--- src/rtl/s2i_pkg.sv ---
// shared types, character constants and helpers for the string to integer parser
`default_nettype none

package s2i_pkg;

	// width of the end offset field and the character counters
	localparam int OFFSET_BITS = 16;

	localparam logic [7:0] CH_ZERO  = 8'h30;
	localparam logic [7:0] CH_NINE  = 8'h39;
	localparam logic [7:0] CH_LC_A  = 8'h61;
	localparam logic [7:0] CH_LC_Z  = 8'h7A;
	localparam logic [7:0] CH_UC_A  = 8'h41;
	localparam logic [7:0] CH_UC_Z  = 8'h5A;
	localparam logic [7:0] CH_LC_X  = 8'h78;
	localparam logic [7:0] CH_UC_X  = 8'h58;
	localparam logic [7:0] CH_PLUS  = 8'h2B;
	localparam logic [7:0] CH_MINUS = 8'h2D;
	localparam logic [7:0] CH_SPACE = 8'h20;
	localparam logic [7:0] CH_TAB   = 8'h09;
	localparam logic [7:0] CH_CR    = 8'h0D;

	localparam logic [5:0] BASE_AUTO = 6'd0;
	localparam logic [5:0] BASE_ONE  = 6'd1;
	localparam logic [5:0] BASE_OCT  = 6'd8;
	localparam logic [5:0] BASE_DEC  = 6'd10;
	localparam logic [5:0] BASE_HEX  = 6'd16;
	localparam logic [5:0] MAX_RADIX = 6'd36;

	localparam logic [6:0] NOT_DIGIT = 7'd99;
	localparam logic [6:0] LETTER_BIAS = 7'd10;

	// input item: one character
	typedef struct packed {
		logic [7:0] ch;
		logic       start_req;
	} char_item_t;

	// result item: one parsed number
	typedef struct packed {
		logic signed [63:0]      value;
		logic [OFFSET_BITS-1:0]  end_offset;
		logic                    formed;
	} res_item_t;

	// parse phases
	typedef enum logic [2:0] {
		PH_IDLE,
		PH_LEAD,
		PH_SIGNED,
		PH_ZERO,
		PH_PREFIX,
		PH_DIGITS
	} phase_t;

	// architectural parse state carried from one character to the next
	typedef struct packed {
		phase_t                 phase;
		logic [63:0]            acc;
		logic                   neg;
		logic [5:0]             base;
		logic [OFFSET_BITS-1:0] count;
		logic [OFFSET_BITS-1:0] pend;
	} parse_state_t;

	// digit value of a character, NOT_DIGIT when it is not alphanumeric
	function automatic logic [6:0] digit_of(input logic [7:0] c);
		logic [6:0] d;
		d = NOT_DIGIT;
		if (c >= CH_ZERO && c <= CH_NINE) begin
			d = 7'(c - CH_ZERO);
		end else if (c >= CH_LC_A && c <= CH_LC_Z) begin
			d = 7'(c - CH_LC_A) + LETTER_BIAS;
		end else if (c >= CH_UC_A && c <= CH_UC_Z) begin
			d = 7'(c - CH_UC_A) + LETTER_BIAS;
		end
		return d;
	endfunction

	// space, tab, line feed, vertical tab, form feed, carriage return
	function automatic logic is_space(input logic [7:0] c);
		return (c == CH_SPACE) || (c >= CH_TAB && c <= CH_CR);
	endfunction

	// saturating increment of an offset counter
	function automatic logic [OFFSET_BITS-1:0] sat_inc(input logic [OFFSET_BITS-1:0] v);
		return (v == '1) ? v : v + 1'b1;
	endfunction

endpackage

`default_nettype wire

--- src/rtl/s2i_step.sv ---
// next-state and result logic for one character of the parse
`default_nettype none

module s2i_step (
	input  s2i_pkg::parse_state_t cur,
	input  s2i_pkg::char_item_t   item,
	input  logic [5:0]            number_base,
	output s2i_pkg::parse_state_t nxt,
	output logic                  emit,
	output s2i_pkg::res_item_t    result
);
	import s2i_pkg::*;

	// build a result from the sign and accumulator in force
	function automatic res_item_t make_result(input logic neg, input logic [63:0] acc,
			input logic formed, input logic [OFFSET_BITS-1:0] offset);
		res_item_t r;
		r.formed     = formed;
		r.value      = formed ? (neg ? 64'(-acc) : acc) : '0;
		r.end_offset = formed ? offset : '0;
		return r;
	endfunction

	// one parse step
	always_comb begin
		parse_state_t           st;
		logic                   done;
		logic [OFFSET_BITS-1:0] idx;
		logic [6:0]             d;
		logic [5:0]             fb;
		st     = cur;
		done   = 1'b0;
		emit   = 1'b0;
		result = '0;
		idx    = cur.count;
		d      = digit_of(item.ch);
		fb     = cur.base;

		// start of a new string drops any parse in progress
		if (item.start_req) begin
			st.phase = PH_LEAD;
			st.acc   = '0;
			st.neg   = 1'b0;
			st.count = '0;
			st.pend  = '0;
			st.base  = number_base;
			if (number_base == BASE_ONE || number_base > MAX_RADIX) begin
				emit     = 1'b1;
				result   = make_result(1'b0, '0, 1'b0, '0);
				st.phase = PH_IDLE;
				done     = 1'b1;
			end
		end

		if (!done && st.phase != PH_IDLE) begin
			idx      = st.count;
			st.count = sat_inc(st.count);
			unique case (st.phase)
				PH_LEAD, PH_SIGNED: begin
					if (st.phase == PH_LEAD && is_space(item.ch)) begin
						// skip leading whitespace
					end else if (st.phase == PH_LEAD &&
							(item.ch == CH_MINUS || item.ch == CH_PLUS)) begin
						st.neg   = (item.ch == CH_MINUS);
						st.phase = PH_SIGNED;
					end else if (item.ch == CH_ZERO &&
							(st.base == BASE_AUTO || st.base == BASE_HEX)) begin
						// possible radix prefix
						st.acc   = '0;
						st.pend  = sat_inc(idx);
						st.phase = PH_ZERO;
					end else begin
						fb      = (st.base == BASE_AUTO) ? BASE_DEC : st.base;
						st.base = fb;
						if (d < {1'b0, fb}) begin
							st.acc   = 64'(d);
							st.phase = PH_DIGITS;
						end else begin
							emit     = 1'b1;
							result   = make_result(st.neg, st.acc, 1'b0, '0);
							st.phase = PH_IDLE;
						end
					end
				end
				PH_ZERO: begin
					if (item.ch == CH_LC_X || item.ch == CH_UC_X) begin
						st.base  = BASE_HEX;
						st.phase = PH_PREFIX;
					end else begin
						fb      = (st.base == BASE_AUTO) ? BASE_OCT : st.base;
						st.base = fb;
						if (d < {1'b0, fb}) begin
							st.acc   = 64'(d);
							st.phase = PH_DIGITS;
						end else begin
							emit     = 1'b1;
							result   = make_result(st.neg, st.acc, 1'b1, idx);
							st.phase = PH_IDLE;
						end
					end
				end
				PH_PREFIX: begin
					// prefix counts only when a hex digit follows
					if (d < {1'b0, BASE_HEX}) begin
						st.acc   = 64'(d);
						st.phase = PH_DIGITS;
					end else begin
						emit     = 1'b1;
						result   = make_result(st.neg, st.acc, 1'b1, st.pend);
						st.phase = PH_IDLE;
					end
				end
				PH_DIGITS: begin
					// multiply-accumulate by the radix, wrapping at 64 bits
					if (d < {1'b0, st.base}) begin
						st.acc = st.acc * 64'(st.base) + 64'(d);
					end else begin
						emit     = 1'b1;
						result   = make_result(st.neg, st.acc, 1'b1, idx);
						st.phase = PH_IDLE;
					end
				end
				default: begin
					st.phase = PH_IDLE;
				end
			endcase
		end
		nxt = st;
	end

endmodule

`default_nettype wire

--- src/rtl/string_to_integer_parser_core.sv ---
// top level of the streaming string to integer parser
// Usage:
// Characters enter on the char channel (char_valid, char_stall, char_item), one per
// item; start_req marks the first character of a string and NUL ends it. At most one
// result per string leaves on the res channel (res_valid, res_stall, res_item)
// with the parsed value, the end offset and the formed flag. The radix is
// written on the cfg channel (cfg_valid, cfg_ready, cfg_data) while no string is
// in flight; cfg_ready is always high and the radix is latched at each start.
// Path: an accepted character is registered in the input register and parsed
// from there, and a result it produces is then registered in the result register.
// Throughput: one character per cycle while char_stall is low; the input register
// and the result register each hold one item and the parse step is combinational.
// Stall: a held result stays on res_item; the parser keeps taking characters
// that produce no result, and holds off (char_stall) only when the waiting
// character would produce a result while the held result is still stalled.
// Reset: arst_n clears the parse to idle, the radix to automatic and both
// valid flags; characters before the first start are ignored.
`default_nettype none

module string_to_integer_parser_core (
	input  logic                 clk,
	input  logic                 arst_n,
	input  logic                 char_valid,
	output logic                 char_stall,
	input  s2i_pkg::char_item_t  char_item,
	output logic                 res_valid,
	input  logic                 res_stall,
	output s2i_pkg::res_item_t   res_item,
	input  logic                 cfg_valid,
	output logic                 cfg_ready,
	input  logic [5:0]           cfg_data
);
	import s2i_pkg::*;

	char_item_t   char_s1;
	logic         valid_s1;
	parse_state_t state_q;
	parse_state_t state_nxt;
	logic [5:0]   base_q;
	res_item_t    res_q;
	logic         res_valid_q;
	logic         step_emit;
	res_item_t    step_res;
	logic         out_free;
	logic         s1_go;

	// parse step logic
	s2i_step u_step (
		.cur         (state_q),
		.item        (char_s1),
		.number_base (base_q),
		.nxt         (state_nxt),
		.emit        (step_emit),
		.result      (step_res)
	);

	// handshake control
	assign out_free   = !res_valid_q || !res_stall;
	assign s1_go      = valid_s1 && (!step_emit || out_free);
	assign char_stall = valid_s1 && !s1_go;
	assign cfg_ready  = 1'b1;
	assign res_valid  = res_valid_q;
	assign res_item   = res_q;

	// control registers
	always_ff @(posedge clk or negedge arst_n) begin
		if (!arst_n) begin
			valid_s1    <= 1'b0;
			state_q     <= '0;
			base_q      <= BASE_AUTO;
			res_valid_q <= 1'b0;
		end else begin
			if (!char_stall) begin
				valid_s1 <= char_valid;
			end
			if (s1_go) begin
				state_q <= state_nxt;
			end
			if (cfg_valid && cfg_ready) begin
				base_q <= cfg_data;
			end
			if (s1_go && step_emit) begin
				res_valid_q <= 1'b1;
			end else if (!res_stall) begin
				res_valid_q <= 1'b0;
			end
		end
	end

	// payload registers
	always_ff @(posedge clk) begin
		if (char_valid && !char_stall) begin
			char_s1 <= char_item;
		end
		if (s1_go && step_emit) begin
			res_q <= step_res;
		end
	end

	// a result is only written when the result register is free
	assert property (@(posedge clk) disable iff (!arst_n)
		(s1_go && step_emit) |-> out_free)
		else $error("result register overwritten while held");

	// every result leaves the parse idle
	assert property (@(posedge clk) disable iff (!arst_n)
		(s1_go && step_emit) |=> (state_q.phase == PH_IDLE))
		else $error("parse not idle after result");

	// a result with no number carries zero value and offset
	assert property (@(posedge clk) disable iff (!arst_n)
		res_valid_q |-> (res_q.formed || (res_q.value == '0 && res_q.end_offset == '0)))
		else $error("unformed result with nonzero fields");

	// a held character keeps its contents until parsed
	assert property (@(posedge clk) disable iff (!arst_n)
		(valid_s1 && !s1_go) |=> (valid_s1 && $stable(char_s1)))
		else $error("waiting character lost");

	// the character counter never wraps back to zero inside a parse
	assert property (@(posedge clk) disable iff (!arst_n)
		(s1_go && !char_s1.start_req && state_q.phase != PH_IDLE && state_q.count != '0)
		|=> (state_q.count != '0))
		else $error("character counter wrapped");

endmodule

`default_nettype wire

--- config.mk ---
export PLATFORM = sky130hd
export DESIGN_NAME = string_to_integer_parser_core
export DESIGN_NICKNAME = d
export VERILOG_FILES = /design/src/rtl/s2i_pkg.sv /design/src/rtl/s2i_step.sv /design/src/rtl/string_to_integer_parser_core.sv
export SDC_FILE = /design/constraint.sdc
export NUM_CORES = 1
export LEC_CHECK = 0
export ABC_AREA = 1
export BUFFER_PORTS_ARGS = -buffer_cell sky130_fd_sc_hd__clkbuf_2
export CAP_MARGIN = 15
export CORE_ASPECT_RATIO = 0.9
export CORE_UTILIZATION = 59
export CTS_BUF_LIST = sky130_fd_sc_hd__clkbuf_4
export CTS_CLUSTER_DIAMETER = 150
export CTS_CLUSTER_SIZE = 25
export DETAILED_ROUTE_END_ITERATION = 7
export GPL_ROUTABILITY_DRIVEN = 0
export MAX_ROUTING_LAYER = met4
export PLACE_DENSITY = 0.8
export SYNTH_ARGS = -nofsm -noshare
export SYNTH_HDL_FRONTEND = slang
export SYNTH_HIERARCHICAL = 1
export SYNTH_SLANG_ARGS = --single-unit
--- constraint.sdc ---
create_clock -name clk -period 6 [get_ports clk]
set_clock_uncertainty 0.2 [all_clocks]
set_input_delay 0.9 -clock clk [delete_from_list [all_inputs] [get_ports clk]]
set_output_delay 0.9 -clock clk [all_outputs]
set_load 0.02 [all_outputs]
== Word-level counts from Yosys, hierarchy flattened ==
Index checks and enable logic that the tools add are counted.

* $add $sub $neg: 8
* $mul: 1
* $lt $le $gt $ge: 13
* Equality and inequality tests: 15
* Muxes and demuxes: 55
* Reductions and logical operators: 28

{| class="wikitable"
|+ Operators by type and width
! cell !! number
|-
| 64-bit two-way mux || 7
|-
| 81-bit two-way mux || 4
|-
| 64-bit case mux with 4 select lines || 1
|-
| 81-bit case mux with 3 select lines || 1
|-
| 106-bit two-way mux || 2
|-
| 16-bit two-way mux || 5
|-
| 74-bit two-way mux || 1
|-
| 67-bit two-way mux || 1
|-
| 64-bit by 7-bit adder with 64-bit output || 1
|-
| 64-bit by 6-bit multiplier with 64-bit output || 1
|-
| 64-bit negation || 1
|-
| 8-bit by 6-bit == test with 1-bit output, second input constant || 4
|-
| 6-bit two-way mux || 5
|-
| 7-bit by 6-bit < comparator with 1-bit output || 3
|-
| 7-bit two-way mux || 3
|-
| 3-bit two-way mux || 6
|-
| 16-bit by 1-bit adder with 16-bit output, second input constant || 1
|-
| 16-bit == test, second input constant || 1
|-
| 8-bit by 7-bit == test with 1-bit output, second input constant || 2
|-
| 8-bit by 7-bit >= comparator with 1-bit output, second input constant || 2
|-
| 8-bit by 7-bit <= comparator with 1-bit output, second input constant || 2
|-
| 1-bit two-way mux || 16
|-
| 7-bit by 4-bit adder with 7-bit output, second input constant || 2
|-
| 7-bit subtractor, second input constant || 2
|-
| 22 further kinds || 46
|}

* Bits in registers: 204
* Bits of input ports: 20
* Output and inout bits: 84
* Word-level logic and storage cells: 134

== Longest topological paths before layout ==
* Word-level depth: 20
* Depth in mapped cells: 33
* Mapped depth without buffers: 33

== Hierarchy ==
The synthesis kept the hierarchy.

{| class="wikitable"
|+ By module, submodules not included
! module !! instances !! cells an instance !! area an instance (um^2) !! seq. area each (um^2)
|-
| s2i_step || 1 || 2905 || 17849.6 || 0.0
|-
| string_to_integer_parser_core || 1 || 589 || 7224.4 || 5555.3
|}

== Worst setup path before layout ==
Ideal clock, no wire load.

* Path kind: register -> register
* From: register state_q[32] in the netlist's numbering
* To: register state_q[86] in the netlist's numbering
* Data arrival time: 5.350 ns
* Data required time: 5.684 ns
* Setup slack: 0.333 ns
* Stages on the path, launching flop included: 31
* Path buffers: 3
* Cells stage by stage: dfrtp_1 -> clkbuf_1 -> inv_1 -> clkbuf_1 -> clkbuf_1 -> nor2_1 -> fa_1 -> inv_1 -> fa_1 -> inv_1 -> fa_1 -> inv_1 -> fa_1 -> inv_1 -> ha_1 -> nand2_1 -> inv_1 -> a21boi_0 -> inv_1 -> nand2_1 -> nand2_1 -> a21boi_0 -> o21ai_0 -> nand2_1 -> nand2_1 -> a21oi_1 -> nand2_1 -> nand3_1 -> nand2_1 -> nand3_1 -> nand2_1

{| class="wikitable"
|+ RTL lines
! element !! RTL line !! RTL
|-
| from (decl) || string_to_integer_parser_core.sv:37 || <nowiki>parse_state_t state_q;</nowiki>
|-
| from (signal assigned) || string_to_integer_parser_core.sv:77 || <nowiki>state_q <= state_nxt;</nowiki>
|}

==> metrics.txt <==
Synth warnings=6; final hold slack=between 0.1 and 0.15 ns; xor-xnor portion of the synthesized cell area=2.31%; initial antenna violation count=1; Syn Inst Count=around 3,500; Crit path arrival time=6.28 ns; slowest CP cell=dfrtp_1; crit path buf inv count=3; Slew @ Worst Pin=1.12 ns; CP startpoint kind=flip-flop; sequential element share of the synthesized area=22.2%; largest family of logic cells by synthesized area=simple AND/OR/NAND/NOR gates; peak supply drop=~210 uV; Core ar.=between 40,000 and 50,000 um^2; drt pass-1 iters=8; insertion delay to the later sink of the worst-skew pair=about 0.80 ns; switching share of power=roughly 43%; syn_nets=a little under 4,000; Power Density=approximately 130 nW/um^2; most frequent cells in the layout=nand2_1 (852), nor2_1 (621), inv_1 (409); nature of the critical path endpoint=flip-flop; Setup-failing EPs final=0; Internal=~2000 uW; DR WL/cell=between 15 and 20 um; CP delay by family, top=adder cells; share of cells above drive strength 1=approximately a tenth; drt first-iter violations=roughly 3,600; simple-gate share of the synthesized area=a little under a third; number of I/O port buffers=a little over 100; CTS root buf=clkbuf_4; Worst Hold Class=in2reg; height of the die=about 200 um; clk buf depth=3; fmax=around 170 MHz; Max-cap violations=0; Via density=5.92; Core Util, Final=a little under two thirds; Pleak=0.0145 uW; chip width=around 220 um; asr flop ratio synth=55.9%; H-tree levels=1; crit-path cells=inv_2, buf_4, nor2_1, fa_1, fa_1, fa_1, ha_1, ha_1, nand2_1, nor2_1, inv_1, nor2_1, nand3_1, o21ai_0, nand4_1, nand2_1, nor2_1, nor2_1, nand2_1, nand2_1, nand3_1, nand2_1; EDFF count, synth=90; Combinational Power Share=roughly 36%; WP data required=roughly 6.5 ns; gr usage total=37.0%; Nets=roughly 4,000; Rel. slew slack=between 20% and 30%; vias in the first global route=roughly 23,000; Syn Area/Cell=between 7 and 8 um^2; row cnt=between 70 and 80; CTS tree=yes; grt total ovfl=0; mux cell area share after synthesis=less than 1%; final antenna-violating net count=0; register share of total power=a little under half; adder-cell area share of the yosys netlist=a little over a quarter; Initial Util=around three fifths; # DRC=0; final hold viol count=0; sw power=1560 uW; synthesis-stage register bit count=204; setup TNS=0 ns; Crit path largest cell delay=0.59 ns; Layout fillers=approximately 3,700; Final Max Tran Viols=0; Total Power=3590 uW; clock buffer count from CTS=12; hpwl dp=58,500 um; Boundary Pins=around 100; most common cell after layout, fill and taps aside=nand2_1; Cell Area, Synth=25,100 um^2; Setup Crit Path Kind=reg2reg; routed wire length=~77,000 um; first-pass GRT wire length=~120,000 um; Final min period=just under 6 ns; clock network fraction of total power=17.9%; Area Growth Syn to Fin=6.73%; outcome=finished, final reports clean; DIE AREA=roughly 43,000 um^2; largest net degree at the start of global routing=between 100 and 150; Netlist cell types=56; CP max FO=35; Final period util=96.9%; vias=~24,000; Reg clk slew, reported paths=around 0.27 ns; CTS Sinks=between 200 and 250; complex-gate fraction of the synthesized area=9.24%; Main synth FF type=dfrtp_1
final timing paths:
path | to | startpoint | slack (ns) | cells past startpoint
setup reg to reg | state_q[97] | state_q[36] | 0.19 | 22
hold reg to reg | state_q[27] | state_q[27] | 0.31 | 2
hold / removal | char_s1[7] | char_item[7] | 0.15 | 1
max in group asynchronous | state_q[57] | arst_n | 4.08 | 3
setup / recovery | state_q[97] | state_q[36] | 0.19 | 22
min in group asynchronous | state_q[87] | arst_n | 0.35 | 2
Yosys cell counts, types with 9 or more instances:
cell / count / area (um^2)
nor2_1: 625 / 2350
fa_1: 240 / 4800
inv_2: 15 / 56.3
buf_2: 36 / 180
a21o_1: 12 / 90.1
nand2_2: 18 / 113
nor2_2: 11 / 68.8
dfrtp_1: 114 / 2850
o22ai_1: 17 / 106
buf_6: 9 / 101
nand3_1: 208 / 1040
or2_2: 33 / 206
nor4_1: 13 / 81.3
buf_1: 9 / 33.8
a21oi_1: 174 / 871
nor3_1: 39 / 195
ha_1: 147 / 1840
nand2_1: 856 / 3210
xor2_1: 53 / 464
edfxtp_1: 90 / 2700
nand4_1: 35 / 219
a31oi_1: 20 / 125
o21a_1: 19 / 143
xnor2_1: 13 / 114
inv_1: 412 / 1550
o21ai_0: 132 / 661
clkbuf_1: 61 / 229
power by group through the flow:
| stage | combinational (uW) | clock, uW | sequential (uW) |
|---|---|---|---|
| 2_1_floorplan | 736 | 0 | 1740 |
| 3_3_place_gp | 1220 | 0 | 1680 |
| 3_5_place_dp | 1230 | 0 | 1680 |
| 4_1_cts | 1240 | 648 | 1650 |
| 5_1_grt | 1380 | 680 | 1670 |
| 6_report | 1300 | 644 | 1650 |
flip-flops by register name, indices dropped and copies added, names as in the netlist:
signal,count
res_item,81
base_q,6
valid_s1,1
char_s1,9
state_q,106
res_valid,1
layout make-up:
class	instances	area, um^2	share of cell area, %
antenna	1	2.50	0.00935
clock buffer	19	143	0.533
clock inverter	1	30.0	0.112
inverter	432	1630	6.09
multi-input combinational	2735	17400	65.0
sequential	204	5560	20.8
tap	547	684	2.56
timing repair buffer	198	1320	4.95
per-stage QoR:
step                cell area [um^2]  std cells  setup slack, ns
finish                         26800       4137            0.189
CTS                            26600       4130           0.0937
detailed placement             26400       4108            0.162
global route                   26800       4137          -0.0269
floorplan                      25100       3494            0.333
global placement               26400       4108            0.315
layer usage:
layer | up-vias | routed length, um | part of all wire, % | GRT usage [%]
li1 | 11274 | - | - | -
met3 | 253 | 9460 | 12 | 7.90
met4 | 0 | 3530 | 4.6 | 13.6
met5 | - | 0 | 0 | -
met2 | 1649 | 32200 | 42 | 52.8
met1 | 11302 | 31600 | 41 | 51.7
what timing repair did:
action	4_1_cts	5_1_grt
hold endpoints to repair	30	0
endpoints found under the setup margin	1	29
hold buffers	1	0
resized for setup	0	29
cloned	0	0
buffers inserted	1	6
logic make-up (layout without fill, tap and decap cells):
logic type               after synthesis  count (layout)
adder cells (fa/ha/maj)              387             387
AO/OA/AOI/OAI                        415             415
AND/OR/NAND/NOR                     1861            1861
buffers and inverters                555             650
flip-flops                           204             204
other                                  1               2
multiplexers                           5               5
XOR/XNOR                              66              66
Power figures use the tool's default switching activity.
